===== config.mk =====
export PLATFORM = sky130hd
export DESIGN_NAME = ordered_list_append_delete_walk
export DESIGN_NICKNAME = d
export VERILOG_FILES = /design/src/sv/olist_pkg.sv /design/src/sv/olist_mem.sv /design/src/sv/olist_ctrl.sv /design/src/sv/olist_out.sv /design/src/sv/ordered_list_append_delete_walk.sv
export SDC_FILE = /design/constraint.sdc
export NUM_CORES = 1
export LEC_CHECK = 0
export BUFFER_PORTS_ARGS = -buffer_cell sky130_fd_sc_hd__buf_4
export CORE_ASPECT_RATIO = 1.5
export CORE_MARGIN = 5
export CORE_UTILIZATION = 65
export DETAILED_ROUTE_END_ITERATION = 8
export PLACE_DENSITY_LB_ADDON = 0.12
export SETUP_SLACK_MARGIN = 0.2
export SYNTH_ARGS = -nofsm -noshare
export SYNTH_HDL_FRONTEND = slang
export SYNTH_HIERARCHICAL = 1
export SYNTH_SLANG_ARGS = --single-unit

===== constraint.sdc =====
create_clock -name clk -period 6.4 [get_ports clk]
set_input_delay 0.32 -clock clk [delete_from_list [all_inputs] [get_ports clk]]
set_output_delay 0.32 -clock clk [all_outputs]
set_load 0.02 [all_outputs]

===== src/sv/olist_pkg.sv =====
// types and codes of the ordered list block
// no dependencies; used by every module of the block by scoped names
package olist_pkg;

  localparam int unsigned DATA_W = 32;

  // request codes
  typedef enum logic [1:0] {
    FUNC_APPEND = 2'd0,
    FUNC_DELETE = 2'd1,
    FUNC_WALK   = 2'd2
  } func_e;

  // result status codes
  typedef enum logic [2:0] {
    STAT_FWD        = 3'd0,
    STAT_BWD        = 3'd1,
    STAT_APPENDED   = 3'd2,
    STAT_DELETED    = 3'd3,
    STAT_NOT_FOUND  = 3'd4,
    STAT_EMPTY_FULL = 3'd5
  } status_e;

  // sequencer states
  typedef enum logic [2:0] {
    S_IDLE,
    S_DEL_SCAN,
    S_DEL_SHIFT,
    S_WALK,
    S_EMIT
  } state_e;

  // one result on its way to the output register
  typedef struct packed {
    logic [DATA_W-1:0] value;
    status_e           status;
    logic              last;
  } res_t;

endpackage


===== src/sv/olist_mem.sv =====
// entry storage of the ordered list: one write port, one read port
// read data registered; depends on olist_pkg
module olist_mem #(
  parameter int unsigned DEPTH = 32,
  parameter int unsigned IDX_W = 5
) (
  input  logic                           clk,
  input  logic                           wr_en,
  input  logic [IDX_W-1:0]               wr_addr,
  input  logic [olist_pkg::DATA_W-1:0]   wr_data,
  input  logic [IDX_W-1:0]               rd_addr,
  output logic [olist_pkg::DATA_W-1:0]   rd_data
);

  logic [olist_pkg::DATA_W-1:0] mem_r [DEPTH];
  logic [olist_pkg::DATA_W-1:0] rd_data_r;

  // write port
  always_ff @(posedge clk) begin
    if (wr_en) begin
      mem_r[wr_addr] <= wr_data;
    end
  end

  // read port, registered
  always_ff @(posedge clk) begin
    rd_data_r <= mem_r[rd_addr];
  end

  assign rd_data = rd_data_r;

endmodule


===== src/sv/olist_ctrl.sv =====
// sequencer of the ordered list: append, delete scan and shift, walk
// drives the entry memory and hands results on; depends on olist_pkg
module olist_ctrl #(
  parameter int unsigned CAPACITY = 32,
  parameter int unsigned IDX_W    = 5,
  parameter int unsigned CNT_W    = 6
) (
  input  logic                         clk,
  input  logic                         rst_n,
  // request side
  input  logic                         req_valid,
  output logic                         req_ready,
  input  olist_pkg::func_e             req_func,
  input  logic [olist_pkg::DATA_W-1:0] req_value,
  // result side
  output logic                         res_valid,
  input  logic                         res_ready,
  output olist_pkg::res_t              res,
  // memory side
  output logic                         wr_en,
  output logic [IDX_W-1:0]             wr_addr,
  output logic [olist_pkg::DATA_W-1:0] wr_data,
  output logic [IDX_W-1:0]             rd_addr,
  input  logic [olist_pkg::DATA_W-1:0] rd_data
);

  localparam logic [CNT_W-1:0] CNT_CAP = CNT_W'(CAPACITY);

  olist_pkg::state_e            state_r, state_nxt;
  logic [CNT_W-1:0]             count_r, count_nxt;
  logic [IDX_W-1:0]             ptr_r, ptr_nxt;
  logic                         dir_r, dir_nxt;
  logic [olist_pkg::DATA_W-1:0] val_r, val_nxt;
  olist_pkg::status_e           emit_st_r, emit_st_nxt;
  logic [CNT_W-1:0]             last_idx;
  logic                         at_last;
  logic                         before_last;

  assign last_idx    = count_r - CNT_W'(1);
  assign at_last     = (CNT_W'(ptr_r) == last_idx);
  assign before_last = ((CNT_W'(ptr_r) + CNT_W'(1)) == last_idx);

  // control registers
  always_ff @(posedge clk) begin
    if (!rst_n) begin
      state_r <= olist_pkg::S_IDLE;
      count_r <= '0;
    end else begin
      state_r <= state_nxt;
      count_r <= count_nxt;
    end
  end

  // working registers
  always_ff @(posedge clk) begin
    ptr_r     <= ptr_nxt;
    dir_r     <= dir_nxt;
    val_r     <= val_nxt;
    emit_st_r <= emit_st_nxt;
  end

  // next state, memory accesses and results
  always_comb begin
    state_nxt   = state_r;
    count_nxt   = count_r;
    ptr_nxt     = ptr_r;
    dir_nxt     = dir_r;
    val_nxt     = val_r;
    emit_st_nxt = emit_st_r;
    req_ready   = 1'b0;
    res_valid   = 1'b0;
    res.value   = rd_data;
    res.status  = olist_pkg::STAT_FWD;
    res.last    = 1'b0;
    wr_en       = 1'b0;
    wr_addr     = ptr_r;
    wr_data     = rd_data;
    rd_addr     = ptr_r;

    case (state_r)
      olist_pkg::S_IDLE: begin
        req_ready = 1'b1;
        rd_addr   = '0;
        ptr_nxt   = '0;
        dir_nxt   = 1'b0;
        if (req_valid) begin
          case (req_func)
            olist_pkg::FUNC_APPEND: begin
              val_nxt   = req_value;
              state_nxt = olist_pkg::S_EMIT;
              if (count_r == CNT_CAP) begin
                emit_st_nxt = olist_pkg::STAT_EMPTY_FULL;
              end else begin
                wr_en       = 1'b1;
                wr_addr     = count_r[IDX_W-1:0];
                wr_data     = req_value;
                count_nxt   = count_r + CNT_W'(1);
                emit_st_nxt = olist_pkg::STAT_APPENDED;
              end
            end
            olist_pkg::FUNC_DELETE: begin
              val_nxt = req_value;
              if (count_r == '0) begin
                emit_st_nxt = olist_pkg::STAT_EMPTY_FULL;
                state_nxt   = olist_pkg::S_EMIT;
              end else begin
                state_nxt = olist_pkg::S_DEL_SCAN;
              end
            end
            olist_pkg::FUNC_WALK: begin
              if (count_r == '0) begin
                val_nxt     = '0;
                emit_st_nxt = olist_pkg::STAT_EMPTY_FULL;
                state_nxt   = olist_pkg::S_EMIT;
              end else begin
                state_nxt = olist_pkg::S_WALK;
              end
            end
            default: begin
              // unused code: dropped without a result
              state_nxt = olist_pkg::S_IDLE;
            end
          endcase
        end
      end

      // read data holds the entry at ptr
      olist_pkg::S_DEL_SCAN: begin
        if (rd_data == val_r) begin
          if (at_last) begin
            count_nxt   = count_r - CNT_W'(1);
            emit_st_nxt = olist_pkg::STAT_DELETED;
            state_nxt   = olist_pkg::S_EMIT;
          end else begin
            rd_addr   = ptr_r + IDX_W'(1);
            state_nxt = olist_pkg::S_DEL_SHIFT;
          end
        end else if (at_last) begin
          emit_st_nxt = olist_pkg::STAT_NOT_FOUND;
          state_nxt   = olist_pkg::S_EMIT;
        end else begin
          ptr_nxt = ptr_r + IDX_W'(1);
          rd_addr = ptr_r + IDX_W'(1);
        end
      end

      // read data holds the entry after ptr; move it up one place
      olist_pkg::S_DEL_SHIFT: begin
        wr_en   = 1'b1;
        wr_addr = ptr_r;
        wr_data = rd_data;
        if (before_last) begin
          count_nxt   = count_r - CNT_W'(1);
          emit_st_nxt = olist_pkg::STAT_DELETED;
          state_nxt   = olist_pkg::S_EMIT;
        end else begin
          ptr_nxt = ptr_r + IDX_W'(1);
          rd_addr = ptr_r + IDX_W'(2);
        end
      end

      // read data holds the entry at ptr; the read repeats while stalled
      olist_pkg::S_WALK: begin
        res_valid  = 1'b1;
        res.value  = rd_data;
        res.status = dir_r ? olist_pkg::STAT_BWD : olist_pkg::STAT_FWD;
        res.last   = dir_r && (ptr_r == '0);
        if (res_ready) begin
          if (!dir_r) begin
            if (at_last) begin
              dir_nxt = 1'b1;
            end else begin
              ptr_nxt = ptr_r + IDX_W'(1);
            end
          end else if (ptr_r == '0) begin
            state_nxt = olist_pkg::S_IDLE;
          end else begin
            ptr_nxt = ptr_r - IDX_W'(1);
          end
        end
        rd_addr = ptr_nxt;
      end

      // single result of append, delete or empty walk
      olist_pkg::S_EMIT: begin
        res_valid  = 1'b1;
        res.value  = val_r;
        res.status = emit_st_r;
        res.last   = 1'b1;
        if (res_ready) begin
          state_nxt = olist_pkg::S_IDLE;
        end
      end

      default: begin
        state_nxt = olist_pkg::S_IDLE;
      end
    endcase
  end

endmodule


===== src/sv/olist_out.sv =====
// output register of the ordered list result channel
// parts the sequencer from the downstream stall; depends on olist_pkg
module olist_out (
  input  logic                         clk,
  input  logic                         rst_n,
  input  logic                         res_valid,
  output logic                         res_ready,
  input  olist_pkg::res_t              res,
  output logic                         out_valid,
  input  logic                         out_ready,
  output olist_pkg::res_t              out_res
);

  logic            valid_r, valid_nxt;
  olist_pkg::res_t res_r;

  // room when empty or when the held result leaves this cycle
  assign res_ready = !valid_r || out_ready;

  always_comb begin
    valid_nxt = valid_r;
    if (res_valid && res_ready) begin
      valid_nxt = 1'b1;
    end else if (out_ready) begin
      valid_nxt = 1'b0;
    end
  end

  // valid flag
  always_ff @(posedge clk) begin
    if (!rst_n) begin
      valid_r <= 1'b0;
    end else begin
      valid_r <= valid_nxt;
    end
  end

  // result payload
  always_ff @(posedge clk) begin
    if (res_valid && res_ready) begin
      res_r <= res;
    end
  end

  assign out_valid = valid_r;
  assign out_res   = res_r;

endmodule


===== src/sv/ordered_list_append_delete_walk.sv =====
// channel  | dir | tdata            | tuser          | tlast
// in_      | in  | [31:0] value     | [1:0] func     | -
// out_     | out | [31:0] item_val  | [2:0] status   | last of request
//
// append: straight to its result; delete: scan then shift, one entry a
// cycle through the single memory read port; walk: after a registered first
// read, one result a cycle unless out_ stalls; 2*count results. in_tready
// is high only when the sequencer is idle; the output register lets a new
// request in while the last result still waits. Reset (rst_n, synchronous)
// empties the list; a stalled out_ channel holds the walk in place without loss.
// top level; depends on olist_pkg, olist_mem, olist_ctrl, olist_out
module ordered_list_append_delete_walk #(
  parameter int unsigned CAPACITY = 32
) (
  input  logic        clk,
  input  logic        rst_n,
  input  logic        in_tvalid,
  output logic        in_tready,
  input  logic [31:0] in_tdata,   // [31:0] value
  input  logic [1:0]  in_tuser,   // [1:0] func
  output logic        out_tvalid,
  input  logic        out_tready,
  output logic [31:0] out_tdata,  // [31:0] item_value
  output logic [2:0]  out_tuser,  // [2:0] status
  output logic        out_tlast
);

  localparam int unsigned IDX_W = (CAPACITY > 1) ? $clog2(CAPACITY) : 1;
  localparam int unsigned CNT_W = $clog2(CAPACITY + 1);

  logic                         wr_en;
  logic [IDX_W-1:0]             wr_addr;
  logic [olist_pkg::DATA_W-1:0] wr_data;
  logic [IDX_W-1:0]             rd_addr;
  logic [olist_pkg::DATA_W-1:0] rd_data;
  logic                         res_valid;
  logic                         res_ready;
  olist_pkg::res_t              res;
  olist_pkg::res_t              out_res;

  // entry storage
  olist_mem #(
    .DEPTH (CAPACITY),
    .IDX_W (IDX_W)
  ) u_mem (
    .clk     (clk),
    .wr_en   (wr_en),
    .wr_addr (wr_addr),
    .wr_data (wr_data),
    .rd_addr (rd_addr),
    .rd_data (rd_data)
  );

  // request sequencer
  olist_ctrl #(
    .CAPACITY (CAPACITY),
    .IDX_W    (IDX_W),
    .CNT_W    (CNT_W)
  ) u_ctrl (
    .clk       (clk),
    .rst_n     (rst_n),
    .req_valid (in_tvalid),
    .req_ready (in_tready),
    .req_func  (olist_pkg::func_e'(in_tuser)),
    .req_value (in_tdata),
    .res_valid (res_valid),
    .res_ready (res_ready),
    .res       (res),
    .wr_en     (wr_en),
    .wr_addr   (wr_addr),
    .wr_data   (wr_data),
    .rd_addr   (rd_addr),
    .rd_data   (rd_data)
  );

  // result register
  olist_out u_out (
    .clk       (clk),
    .rst_n     (rst_n),
    .res_valid (res_valid),
    .res_ready (res_ready),
    .res       (res),
    .out_valid (out_tvalid),
    .out_ready (out_tready),
    .out_res   (out_res)
  );

  assign out_tdata = out_res.value;
  assign out_tuser = out_res.status;
  assign out_tlast = out_res.last;

endmodule


* Yosys cells after proc, flatten, opt, wreduce, memory -nomap -nowiden *
Memories as Yosys holds them, arrays and structs flattened. A register that Yosys moved wholly into a read port is not among the register bits.
Index checks and enable logic that the tools add are counted.

word-level totals
  latch bits = 0
  memories kept = 1
  register bits after elaboration = 87
  input bits = 38
  RAM bits = 1024
  output and inout bits = 38
  bits in read-only memories = 0

operators by class
  add/subtract/negate cells = 6
  equal/unequal tests = 26
  shift operators = 0
  magnitude comparators = 0
  reduce and logical (&&, ||, !) cells = 22
  multiplexer cells = 63
  multiply operators = 0
  bitwise gates (word level) = 0
  divide/modulo/power cells = 0

memories
  memory       depth  width  rd ports  clocked after memory_dff  wr ports  RTL line         RTL
  u_mem.mem_r  32     32     1         1                         1         olist_mem.sv:15  logic [olist_pkg::DATA_W-1:0] mem_r [DEPTH];

operators by type and width
  kind                                                   number
  2-to-1 mux 32 bit                                      5
  case mux 36 bit (2 select lines)                       1
  case mux 32 bit (2 select lines)                       1
  2-to-1 mux 5 bit                                       11
  2-to-1 mux 3 bit                                       17
  case mux 5 bit (4 select lines)                        2
  2-to-1 mux 6 bit                                       6
  == test 32 bit                                         1
  case mux 3 bit (3 select lines)                        2
  case mux 6 bit (3 select lines)                        1
  inequality test 2 x 1 -> 1 bit, second input constant  8
  case mux 3 bit (5 select lines)                        1
  AND reduction 7 bit                                    2
  2-to-1 mux 1 bit                                       13
  inequality test 2 bit, second input constant           5
  adder 5 x 1 -> 6 bit, second input constant            1
  adder 6 x 1 -> 6 bit, second input constant            1
  == test 3 x 2 -> 1 bit, second input constant          2
  == test 5 x 6 -> 1 bit                                 1
  == test 6 bit                                          1
  == test 6 bit, second input constant                   1
  logical NOT 6 bit                                      1
  case mux 3 bit (2 select lines)                        1
  AND reduction 6 bit                                    1
  25 further kinds                                       31

* Depth between registers and ports, before layout *
  depth after elaboration = 7
  mapped depth = 18
  depth with buffers taken out = 14

* Modules after synthesis *
Netlist, hierarchy kept.

modules (own cells, without submodules)
  module      times used  area an instance (um^2)  cells an instance
  olist_mem   1           40492.6                  2260
  olist_ctrl  1           4409.2                   600
  olist_out   1           1138.6                   41

* Worst setup path after synthesis *
No wires, ideal clock.

  path kind = reg-to-reg
  start point = reg u_ctrl.state_r[1]
  end point = mem u_mem/mem_r[12][0] in the netlist's numbering, enable pin
  buffers on the path = 4
  arrival time = 4.076 ns
  required time = 5.979 ns
  setup slack = 1.903 ns
  stages on the path, launching flop included = 13
  cell sequence = dfxtp_1 clkbuf_1 or3_1 inv_2 and3_1 clkbuf_1 and2_1 clkbuf_1 nor2_1 nor3_1 or3b_2 clkbuf_1 nor2_1

between the ends
  longest elaborated chain between the ends = 4
  elaborated cells between the ends (all ways) = 6
  classes of those cells = eq/ne: 1; mux: 4; reduce/logical: 1

ends and longest elaborated chain
  what                                                                RTL line                               RTL
  start: declaration                                                  olist_ctrl.sv:29                       olist_pkg::state_e state_r, state_nxt;
  start signal: assignment                                            olist_ctrl.sv:46                       state_r <= olist_pkg::S_IDLE;
  start signal: assignment                                            olist_ctrl.sv:49                       state_r <= state_nxt;
  == test 3 x 2 -> 1 bit / logical NOT 3 bit (equally long branches)  olist_ctrl.sv:80                       case (state_r)
  case mux 1 bit (2 select lines) (*)                                 olist_ctrl.sv:80
  via wr_en                                                           ordered_list_append_delete_walk.sv:31  logic wr_en;
  2-to-1 mux 1 bit (*)                                                olist_mem.sv:20                        if (wr_en) begin
  2-to-1 mux 1 bit (not written as such) (*)                          olist_mem.sv:21                        mem_r[wr_addr] <= wr_data;
  end: declaration                                                    olist_mem.sv:15

The timed path passes the listed nets; every way through them passes the cells marked *.

* Worst setup path after layout *
  start point = reg u_ctrl.count_r[0]
  end point = reg u_mem.rd_data_r, in the netlist u_mem/rd_data[22] (read register of u_mem.mem_r)

between the ends
  longest elaborated chain between the ends = 6
  elaborated cells between the ends (all ways) = 8
  classes of those cells = add/sub: 1; eq/ne: 2; mux: 5

ends and longest elaborated chain
  what                                 RTL line                                                 RTL
  start: declaration                   olist_ctrl.sv:30                                         logic [CNT_W-1:0] count_r, count_nxt;
  start signal: assignment             olist_ctrl.sv:50                                         count_r <= count_nxt;
  subtractor 6 x 1 -> 6 bit (*)        olist_ctrl.sv:39                                         assign last_idx = count_r - CNT_W'(1);
  == test 5 x 6 -> 1 bit               olist_ctrl.sv:40                                         assign at_last = (CNT_W'(ptr_r) == last_idx);
  2-to-1 mux 5 bit                     olist_ctrl.sv:130, olist_ctrl.sv:138, olist_ctrl.sv:170
  2-to-1 mux 5 bit                     olist_ctrl.sv:169                                        if (!dir_r) begin
  2-to-1 mux 5 bit                     olist_ctrl.sv:168                                        if (res_ready) begin
  case mux 5 bit (4 select lines) (*)  olist_ctrl.sv:80
  via rd_addr[0]                       ordered_list_append_delete_walk.sv:34                    logic [IDX_W-1:0] rd_addr;
  end: declaration                     olist_mem.sv:16                                          logic [olist_pkg::DATA_W-1:0] rd_data_r;

Marks and branches as above.
A chain may end at the register's enable or synchronous reset.

==> impl_metrics.py <==
metrics = {
    "synth": {
        "yosys-top-cells-area": "edfxtp_1 72%, mux2i_1 11%, nand2_1 2.7%",
        "synth_area_um2": 46040,
        "netlist.area_leader.share_pct": 71.81,
        "synth_enable_flop_cells": 1101,
        "synth-main-ff-cell": "edfxtp_1",
        "yosys_warnings": 6,
        "syn-num-nets": 2951,
        "async_flop_share_pct": 0,
        "synth_seq_area_share_pct": 73.64,
        "netlist_top_cells_count": "1101 x edfxtp_1, 519 x mux2i_1, 326 x nand2_1",
        "synth_top_area_cell": "edfxtp_1",
        "syn_inst": 2901,
        "ys_ff_latch": 1143,
        "synth.distinct_cells": 66,
        "yosysMostFrequentCell": "edfxtp_1",
        "avgSynthCellArea_um2": 15.87,
    },
    "sta": {
        "fin_tns_setup_ns": 0,
        "finalClockSkew_ns": 0.02284,
        "slew_headroom_pct": 16.79,
        "finalCritPeriodShare_pct": 81.34,
        "tightest_slew_ns": 1.245,
        "final-setup-viol-count": 0,
        "hold_viol": 0,
        "post-route-min-period_ns": 5.206,
        "slew_violations": 0,
        "rsz0062_at_grt": "no",
        "fmaxAchievable_ghz": 0.1921,
    },
    "grt": {
        "grt_pass1_wl_um": 166900,
        "grt_pass1_vias": 26130,
        "overflow": 0,
        "antenna_found_initial": 0,
        "grt_max_degree": 129,
        "grt_use_total_pct": 29.67,
    },
    "pwr": {
        "p_int_mw": 15.70,
        "p_leak_nw": 16.47,
        "power_switching_mw": 8.181,
        "power_frac_seq_pct": 43.8,
        "powerDensity_nw_per_um2": 466.0,
        "vdd_drop_max_mv": 0.4101,
        "p_clk_share_pct": 24.5,
        "swShare_pct": 34.26,
        "comb_power_share_pct": 31.7,
        "finalPower_mw": 23.88,
    },
    "floorplanning": {
        "dieHeight_um": 336.0,
        "die_area_um2": 76360,
        "io_pins": 76,
        "rows": 119,
        "core_um2": 70280,
        "die_w_um": 227.3,
        "initial_utilization_pct": 65.51,
    },
    "critical_path": {
        "rr_endpoint": "u_mem/rd_data[22]",
        "cp_max_fo": 110,
        "r2r_slack_ns": 1.19,
        "cp-start-kind": "flop",
        "critPathCaptureType": "flop",
        "required_ns": 6.90,
        "regToRegStartpoint": "u_ctrl/count_r[0]",
        "worstSetupPathType": "flop to flop",
        "reg2reg_depth": 16,
        "cp.arrival_ns": 5.70,
    },
    "layout": {
        "syn2layout_area_growth_pct": 11.32,
        "antenna_cells": 0,
        "fillCellCount": 4334,
        "finalInstanceArea_um2": 51250,
        "final_cell_count_no_fill": 4004,
        "final_nets": 3067,
        "drive_above_1_share_pct": 10.98,
        "post-route-util_pct": 72.93,
    },
    "routing": {
        "wl_per_cell_um": 28.46,
        "post-route-drc-count": 0,
        "drt-pass1-iter-count": 6,
        "wl_um": 114000,
        "drt_iter0_markers": 2937,
        "antenna_left": 0,
        "vias_per_cell": 6.551,
        "via_count": 26230,
    },
    "clock_tree": {
        "cts_resized": 0,
        "cts_root_buffer": "clkbuf_16",
        "cts.path.max_buffers": 3,
        "hold_buffers": 33,
        "path_clk_slew_ns": 0.06,
        "numCtsBuffers": 100,
        "cts_tree": "done",
        "clock_latency_ns": 0.66,
        "post-cts-setup-buffer-count": 0,
        "clkSinkCount": 1143,
        "htreeDepth": 3,
    },
    "worst_hold_path": {
        "hold-path-cell-count": 2,
        "hp-class": "primary input to flop",
        "hp-start": "in_tdata[22]",
        "hold_end": "u_ctrl/val_r[22]",
    },
    "place": {
        "portBuffers": 75,
        "placed_area_um2": 47780,
        "hpwlAfterDp_um": 64890,
        "dp.cells": 3789,
        "gp_congestion": 0.8677,
    },
    "outcome": {
        "status": "completed",
    },
    "job": {
        "max-cap-violations": 0,
    },
}
==> critical path: stages, from the launching register on <==
cell and delay [ns]:
dfxtp_1 0.59, inv_1 0.14, ha_1 0.31, xnor2_1 0.22
a22oi_1 0.10, a22oi_1 0.63, nor2_2 0.22, nor3_1 0.19
a21oi_1 0.06, o211ai_1 0.29, buf_12 0.30, buf_12 0.58
mux2i_1 0.30, a22o_1 0.17, nor3_1 0.06, a31oi_1 0.48
nand3_1 0.15
==> layout make-up <==
| type | instances | area, um2 | share of cell area (%) |
|---|---|---|---|
| Sequential cell | 1143 | 33900 | 66.15 |
| Multi-Input combinational cell | 1583 | 11480 | 22.40 |
| Clock buffer | 127 | 2655 | 5.180 |
| Timing Repair Buffer | 173 | 1531 | 2.988 |
| Tap cell | 907 | 1135 | 2.214 |
| Clock inverter | 55 | 489.2 | 0.9545 |
| Inverter | 16 | 60.06 | 0.1172 |
==> cell families (layout without fill, tap and decap cells) <==
group,Yosys count,after routing,share of synthesized area (%)
adder cells (fa/ha/maj),12,12,0.3261
XOR/XNOR,46,46,0.8751
AND/OR/NAND/NOR,638,638,6.332
AO/OA/AOI/OAI,368,368,5.484
buffers and inverters,175,371,2.063
flip-flops,1143,1143,73.64
multiplexers,519,519,11.28
==> sequential cells by signal, indices dropped and copies added (netlist names) <==
name	count
u_out/out_valid	1
u_ctrl/emit_st_r	3
u_mem/rd_data	32
u_mem/mem_r	1024
u_ctrl/val_r	32
u_ctrl/ptr_r	5
u_ctrl/dir_r	1
u_ctrl/state_r	3
u_ctrl/count_r	6
u_out/out_res	36
==> cell usage in the layout, fill, tap and decap left out, types with 9 or more instances in the layout <==
cell type,n
nand3_1,107
nand2_1,324
xor2_1,37
nor2_4,33
nor2b_1,34
a31oi_1,33
edfxtp_1,1101
dlygate4sd3_1,33
nor3_1,39
inv_1,14
xnor2_1,9
a21oi_1,107
mux2i_1,519
clkinv_1,23
o21ai_0,19
clkbuf_16,101
dfxtp_1,42
buf_4,128
a22o_1,67
clkinv_2,13
a22oi_1,99
nor4_1,15
clkbuf_1,23
buf_12,12
ha_1,12
nor2_1,21
==> power by group through the flow <==
stage / clock (mW) / sequential, mW / combinational, mW
floorplan: 0 / 10.4 / 5.09
global placement: 0 / 10.6 / 7.27
detailed placement: 0 / 10.6 / 7.44
CTS: 5.91 / 10.4 / 7.49
global route: 6.22 / 10.5 / 8.06
finish: 5.85 / 10.5 / 7.57
==> through the flow <==
step	setup slack (ns)	hold WS [ns]
finish	1.194	0.07029
global route	0.8918	0.04183
CTS	1.336	0.02653
detailed placement	1.438	0.5456
global placement	1.465	0.5433
floorplan	1.903	0.4552
==> worst max-delay path by stage <==
stage	to	start	cells past startpoint
after detailed placement	u_mem/rd_data[22]	u_ctrl/count_r[0]	16
after floorplan	u_mem/mem_r[12][0]	u_ctrl/state_r[1]	12
final	u_mem/rd_data[22]	u_ctrl/count_r[0]	16
after global placement	u_mem/rd_data[22]	u_ctrl/count_r[0]	16
after global routing	u_mem/rd_data[22]	u_ctrl/count_r[0]	16
after CTS	u_mem/rd_data[22]	u_ctrl/count_r[0]	16
==> routing by layer <==
| layer | up-vias | routed length [um] | global-route usage, % | part of all wire, % |
|---|---|---|---|---|
| met5 | - | 0 | 0 | 0 |
| li1 | 11400 | - | - | - |
| met1 | 13180 | 43170 | 40.32 | 38 |
| met3 | 240 | 9733 | 4.104 | 8.5 |
| met4 | 0 | 3995 | 9.916 | 3.5 |
| met2 | 1412 | 57070 | 50.24 | 50 |
Power figures use the tool's default switching activity.
